### config.mk
export PLATFORM = sky130hd
export DESIGN_NAME = sorted_list_insert_delete
export DESIGN_NICKNAME = d
export VERILOG_FILES = /design/src/rtl/slid_pkg.sv /design/src/rtl/sorted_list_insert_delete.sv /design/src/rtl/slid_cell.sv
export SDC_FILE = /design/constraint.sdc
export NUM_CORES = 2
export LEC_CHECK = 0
export BUFFER_PORTS_ARGS = -buffer_cell sky130_fd_sc_hd__buf_2
export CORE_MARGIN = 8
export CORE_UTILIZATION = 40
export CTS_BUF_LIST = sky130_fd_sc_hd__clkbuf_4
export DETAILED_ROUTE_END_ITERATION = 12
export PLACE_DENSITY_LB_ADDON = 0.1
export SYNTH_ARGS = -nofsm -noshare
export SYNTH_HDL_FRONTEND = slang
export SYNTH_SLANG_ARGS = --single-unit
### constraint.sdc
create_clock -name clock -period 5.8 [get_ports clock]
set_input_delay 0.58 -clock clock [delete_from_list [all_inputs] [get_ports clock]]
set_output_delay 0.58 -clock clock [all_outputs]
set_load 0.01 [all_outputs]
### src/rtl/slid_pkg.sv
// Package for the sorted list block: sizes, operation and status codes,
// and the structs passed between the top level and the cell row.
// No dependencies.
`default_nettype none

package slid_pkg;

   localparam int Capacity   = 16;
   localparam int ValueWidth = 32;
   localparam int CountWidth = $clog2(Capacity + 1);
   localparam int RspCountWidth = 5;

   typedef enum logic [0:0] {
      OP_INSERT = 1'b0,
      OP_DELETE = 1'b1
   } op_type;

   typedef enum logic [1:0] {
      STATUS_OK        = 2'd0,
      STATUS_FULL      = 2'd1,
      STATUS_EMPTY     = 2'd2,
      STATUS_NOT_FOUND = 2'd3
   } status_type;

   // Broadcast from the top level to every cell.
   typedef struct packed {
      logic                          ins_en;
      logic                          del_en;
      logic signed [ValueWidth-1:0]  key;
   } cmd_type;

   // What a cell shows its neighbours and the top level.
   typedef struct packed {
      logic                          occ;
      logic                          lt;   // occupied and entry below key
      logic                          eq;   // occupied and entry equal to key
      logic signed [ValueWidth-1:0]  entry;
   } link_type;

endpackage

`default_nettype wire

### src/rtl/sorted_list_insert_delete.sv
// Sorted list of signed 32-bit values: insert in order or delete one match.
// Top level; depends on slid_pkg and slid_cell.
`default_nettype none

// A row of cells keeps up to slid_pkg::Capacity signed values in ascending
// order, one value per cell. Every cell compares the request value with its
// own element in the same cycle and, on a change, takes its neighbour's
// element, so the whole row updates together: a request is taken on any
// edge with start high and busy low, and its result (status and element
// count after the operation) appears on rsp_* with rsp_valid high for exactly
// the next cycle. busy is high only during reset, so one transfer per cycle
// is sustained. The receiver cannot stall; results must be taken as shown.
// Insert places the value ahead of equal ones and is refused when the list
// is full; delete removes one equal element, or reports an empty list or a
// value that is not present. Contents are unchanged on any refused request.

module sorted_list_insert_delete (
   input  wire logic                               clock,
   input  wire logic                               reset,
   input  wire logic                               start,
   output logic                                    busy,
   input  wire logic                               req_operation,
   input  wire logic signed [slid_pkg::ValueWidth-1:0] req_value,
   output logic                                    rsp_valid,
   output logic [1:0]                              rsp_status,
   output logic [slid_pkg::RspCountWidth-1:0]      rsp_count
);

   localparam int Cap = slid_pkg::Capacity;
   localparam int CW  = slid_pkg::CountWidth;

   logic                    accept;
   logic                    full, empty, found;
   slid_pkg::cmd_type       cmd;
   slid_pkg::link_type      links [Cap];
   slid_pkg::link_type      head_link, tail_link;
   logic [Cap-1:0]          occ_vec, eq_vec;
   slid_pkg::status_type    status;

   logic [CW-1:0]           count_ff, count_in;
   logic                    rsp_valid_ff;
   slid_pkg::status_type    rsp_status_ff;
   logic [CW-1:0]           rsp_count_ff;

   assign busy   = reset;
   assign accept = start && !busy;

   // edge tie-offs: the head looks like a smaller occupied element, the tail
   // like an empty cell
   assign head_link = '{occ: 1'b1, lt: 1'b1, eq: 1'b0, entry: '0};
   assign tail_link = '{occ: 1'b0, lt: 1'b0, eq: 1'b0, entry: '0};

   for (genvar i = 0; i < Cap; i++) begin : g_cell
      assign occ_vec[i] = links[i].occ;
      assign eq_vec[i]  = links[i].eq;
      slid_cell u_cell (
         .clock     (clock),
         .reset     (reset),
         .cmd       (cmd),
         .prev_link ((i == 0)       ? head_link : links[(i == 0) ? 0 : i - 1]),
         .next_link ((i == Cap - 1) ? tail_link : links[(i == Cap - 1) ? i : i + 1]),
         .link      (links[i])
      );
   end

   // occupancy is a thermometer code, so the end cells tell full and empty
   assign full  = occ_vec[Cap-1];
   assign empty = !occ_vec[0];
   assign found = |eq_vec;

   always_comb begin
      cmd.key    = req_value;
      cmd.ins_en = 1'b0;
      cmd.del_en = 1'b0;
      count_in   = count_ff;
      status     = slid_pkg::STATUS_OK;
      if (req_operation == slid_pkg::OP_INSERT) begin
         if (full) begin
            status = slid_pkg::STATUS_FULL;
         end else begin
            cmd.ins_en = accept;
            if (accept) count_in = count_ff + CW'(1);
         end
      end else begin
         if (empty) begin
            status = slid_pkg::STATUS_EMPTY;
         end else if (!found) begin
            status = slid_pkg::STATUS_NOT_FOUND;
         end else begin
            cmd.del_en = accept;
            if (accept) count_in = count_ff - CW'(1);
         end
      end
   end

   always_ff @(posedge clock) begin
      if (reset) begin
         count_ff     <= '0;
         rsp_valid_ff <= 1'b0;
      end else begin
         count_ff     <= count_in;
         rsp_valid_ff <= accept;
      end
   end

   // result payload, loaded on each transfer
   always_ff @(posedge clock) begin
      if (accept) begin
         rsp_status_ff <= status;
         rsp_count_ff  <= count_in;
      end
   end

   assign rsp_valid  = rsp_valid_ff;
   assign rsp_status = rsp_status_ff;
   assign rsp_count  = slid_pkg::RspCountWidth'(rsp_count_ff);

   // element count tracks the occupied cells
   a_count_matches: assert property (@(posedge clock) disable iff (reset)
      32'(count_ff) == $countones(occ_vec))
      else $error("count register disagrees with occupied cells");

   // occupied cells form a solid run from the head
   a_thermometer: assert property (@(posedge clock) disable iff (reset)
      ((occ_vec & (occ_vec + Cap'(1))) == '0))
      else $error("occupied cells not contiguous");

   // a result follows each transfer in the next cycle
   a_rsp_follows: assert property (@(posedge clock) disable iff (reset)
      accept |=> rsp_valid)
      else $error("missing result after request");

   // refused requests leave the count alone
   a_refused_hold: assert property (@(posedge clock) disable iff (reset)
      rsp_valid && (rsp_status != slid_pkg::STATUS_OK) |-> $stable(count_ff))
      else $error("count changed on refused request");

endmodule

`default_nettype wire

### src/rtl/slid_cell.sv
// One cell of the sorted list: holds a single element and its occupied flag.
// Depends on slid_pkg.
`default_nettype none

module slid_cell (
   input  wire logic               clock,
   input  wire logic               reset,
   input  wire slid_pkg::cmd_type  cmd,
   input  wire slid_pkg::link_type prev_link,
   input  wire slid_pkg::link_type next_link,
   output slid_pkg::link_type      link
);

   logic                                  occ_ff, occ_in;
   logic signed [slid_pkg::ValueWidth-1:0] entry_ff, entry_in;
   logic                                  lt, eq;

   assign lt = occ_ff && (entry_ff < cmd.key);
   assign eq = occ_ff && (entry_ff == cmd.key);

   always_comb begin
      occ_in   = occ_ff;
      entry_in = entry_ff;
      if (cmd.ins_en) begin
         // cells at or after the slot move up one place
         occ_in = occ_ff | prev_link.occ;
         if (!lt) begin
            entry_in = prev_link.lt ? cmd.key : prev_link.entry;
         end
      end else if (cmd.del_en) begin
         // cells at or after the first match pull from the right
         if (!lt) begin
            occ_in   = next_link.occ;
            entry_in = next_link.entry;
         end
      end
   end

   always_ff @(posedge clock) begin
      if (reset) begin
         occ_ff <= 1'b0;
      end else begin
         occ_ff <= occ_in;
      end
   end

   always_ff @(posedge clock) begin
      entry_ff <= entry_in;
   end

   assign link.occ   = occ_ff;
   assign link.lt    = lt;
   assign link.eq    = eq;
   assign link.entry = entry_ff;

endmodule

`default_nettype wire

==> flow_metrics.env <==
export IMPL_cts_sinks=541
export IMPL_finalSetupTns_ns=0
export IMPL_dpl_hpwl_um=91850
export IMPL_synth_warnings=0
export IMPL_port_buffer_count=44
export IMPL_synthArstFlopShare=0
export IMPL_cp_slowest_cell="nor4_1"
export IMPL_skew_ns=0.07236
export IMPL_synth_top_cells_by_count="607 x a21oi_1, 519 x edfxtp_1, 514 x ha_1"
export IMPL_antenna_found_initial=3
export IMPL_slew_violations=0
export IMPL_yosysTopAreaCell="edfxtp_1"
export IMPL_critPathKind="register to register"
export IMPL_total_power_w=0.009737
export IMPL_worst_slew_pin_slew_ns=1.300
export IMPL_cpPeakStageDelay_ns=0.80
export IMPL_peakVddDrop_uv=159.3
export IMPL_grt_max_degree=244
export IMPL_core_area_sq_mm=0.09614
export IMPL_fin_area_sq_mm=0.04308
export IMPL_post_place_ws_ns=0.4142
export IMPL_initial_core_util=0.4013
export IMPL_cp_depth=11
export IMPL_dr_pass1_iters=5
export IMPL_routabilityCongestion=0.8916
export IMPL_seq_area_frac_synth=0.4154
export IMPL_power_leakage_nw=16.04
export IMPL_required_ns=6.45
export IMPL_grtUsageTotal=0.2267
export IMPL_drt_wl_total_um=124500
export IMPL_io_pins=45
export IMPL_die_w_um=326.6
export IMPL_die_h_um=326.6
export IMPL_r2r_cells=11
export IMPL_rsz0062_at_grt="false"
export IMPL_setup_viol=0
export IMPL_cts_tree="built"
export IMPL_fin_crit_sh=0.7589
export IMPL_drtAntennaViolNets=0
export IMPL_hold_ws_ns=0.1179
export IMPL_crit_path_start_kind="register"
export IMPL_wl_per_cell_um=23.29
export IMPL_syn_inst=3800
export IMPL_status="finished, final reports clean"
export IMPL_hold_depth=3
export IMPL_cts_buffers=164
export IMPL_netlist_area_sq_mm=0.03858
export IMPL_htree_levels=4
export IMPL_grt_pass1_wl_um=188200
export IMPL_power_density_mw_per_mm2=226.0
export IMPL_drc=0
export IMPL_synthTopCellsByArea="edfxtp_1 40%, ha_1 17%, mux2i_1 13%"
export IMPL_final_nets=4486
export IMPL_synth_nets=4350
export IMPL_syn2layout_area_growth_pct=11.67
export IMPL_clk_pin_slew_ns=0.06
export IMPL_crit_fanout=29
export IMPL_yosysUniqueCellTypes=67
export IMPL_overflow=0
export IMPL_yosysMostFrequentCell="a21oi_1"
export IMPL_vias_per_cell=5.699
export IMPL_cp_end_kind="register"
export IMPL_vias=30470
export IMPL_synth_edf_count=519
export IMPL_dieArea_sq_mm=0.1066
export IMPL_maxCapViolCount=0
export IMPL_timing_critical_path_max_delay_family="simple AND/OR/NAND/NOR gates"
export IMPL_synth_ff_type="edfxtp_1"
export IMPL_ys_seq_elements=541
export IMPL_fmax_ghz=0.2272
export IMPL_crit_arrival_ns=5.06
export IMPL_finalHoldViolCount=0
export IMPL_cp_cell_sequence="ha_1 -> nand4_1 -> nor4_1 -> nand3_1 -> nand4_1 -> nor4_2 -> nor3_2 -> nor2_4 -> buf_4 -> nor3_2 -> buf_4"
export IMPL_worstPathBufferInverterCount=2
export IMPL_insertion_delay_ns=1.09
export IMPL_min_period_ns=4.402
export IMPL_layout_drive_gt1_share=0.1182
export IMPL_clk_path_buf_depth=3
export IMPL_synth_top_cell_area_share=0.4040
export IMPL_grt_pass1_vias=30550
export IMPL_slew_headroom=0.1332
export IMPL_cts_root_buffer="clkbuf_4"
export IMPL_placed_cell_area_sq_mm=0.04088
export IMPL_drt_iter0_markers=2152
export IMPL_min_path_type="input pin to register"
export IMPL_syn_avg_cell_area_sq_um=10.15
export IMPL_post_cts_resized=0
export IMPL_rows=114
export IMPL_setup_slack_ns=1.398
[layout make-up]
class | instances | area (sq um)
Tap cell | 1276 | 1597
Clock inverter | 49 | 312.8
Inverter | 66 | 247.7
Sequential cell | 541 | 16030
Antenna cell | 9 | 22.52
Timing Repair Buffer | 175 | 1464
Multi-Input combinational cell | 2988 | 21590
Clock buffer | 243 | 1824
Fill cell | 9523 | 53060
[logic make-up (layout without fill, tap and decap cells)]
family | after synthesis | in the layout | synth area share
other cells | 0 | 9 | 0
flops | 541 | 541 | 0.4154
compound gates | 942 | 942 | 0.1358
xor+xnor | 3 | 3 | 0.0006812
buf+inv | 271 | 533 | 0.03110
fa+ha+maj | 514 | 514 | 0.1667
simple gates | 1037 | 1037 | 0.1209
mux | 492 | 492 | 0.1295
[worst reg2reg max path: cells and delay by family (launching register included)]
family	cells	cell delay [ns]
flops	1	0.44
buf+inv	2	0.72
simple gates	8	2.49
fa+ha+maj	1	0.36
[worst paths after layout]
check / start / to / slack (ns)
worst max register to register: g_cell[13].u_cell.entry_ff[27] / g_cell[15].u_cell.entry_ff[24] / 1.40
worst min-delay path: req_value[7] / g_cell[0].u_cell.entry_ff[7] / 0.12
worst max-delay path: g_cell[13].u_cell.entry_ff[27] / g_cell[15].u_cell.entry_ff[24] / 1.40
worst min register to register: count_ff[4] / count_ff[4] / 0.52
[cell usage in the layout (no fill, tap or decap), drive strengths merged, types with 3 or more instances in the layout]
cell,n
buf,171
nor2b,31
a21boi,14
nand4,120
clkinv,35
nand2,206
edfxtp,519
a21oi,607
o31ai,9
nor4b,3
inv,72
nand2b,11
clkbuf,243
a21o,47
o21a,7
diode,9
dlygate4sd3,4
o311a,5
nor2,479
o211ai,20
mux2i,489
o21ba,6
nand3,71
nor4,38
o21ai,162
o41ai,9
mux2,3
nor3,61
nand3b,8
ha,514
clkinvlp,4
o311ai,4
bufinv,4
dfxtp,22
or4,3
a211oi,30
[routing by layer]
layer | vias up | wire, um | GRT usage
met5 | - | 0 | 0
met4 | 0 | 2987 | 0.06816
met3 | 194 | 5429 | 0.03476
met2 | 686 | 58630 | 0.3747
met1 | 14800 | 57500 | 0.3057
li1 | 14790 | - | -
[report_power, final]
group,internal [W],switching [W]
clock network,0.00209,0.00189
logic,0.000440,0.000798
registers,0.00442,0.000104
total,0.00695,0.00279
[state kept, by name (all words and copies together), names as in the netlist]
name and cells:
g_cell.u_cell.entry_ff 512, rsp_count 5, rsp_status 2, g_cell.u_cell.occ_ff 16, count_ff 5, rsp_valid 1
[repair_timing]
item,4_1_cts,5_1_grt
hold endpoints to repair,17,0
setup endpoints to repair,0,0
hold buffers,4,0
setup buffers,0,0
[metrics by stage]
step	util	cells
6_report	0.4481	5347
5_1_grt	0.4480	5341
4_1_cts	0.4479	5338
3_5_place_dp	0.4252	5042
3_3_place_gp	0.4252	5042
2_1_floorplan	-	3800
(Power assumes the default switching activity.)
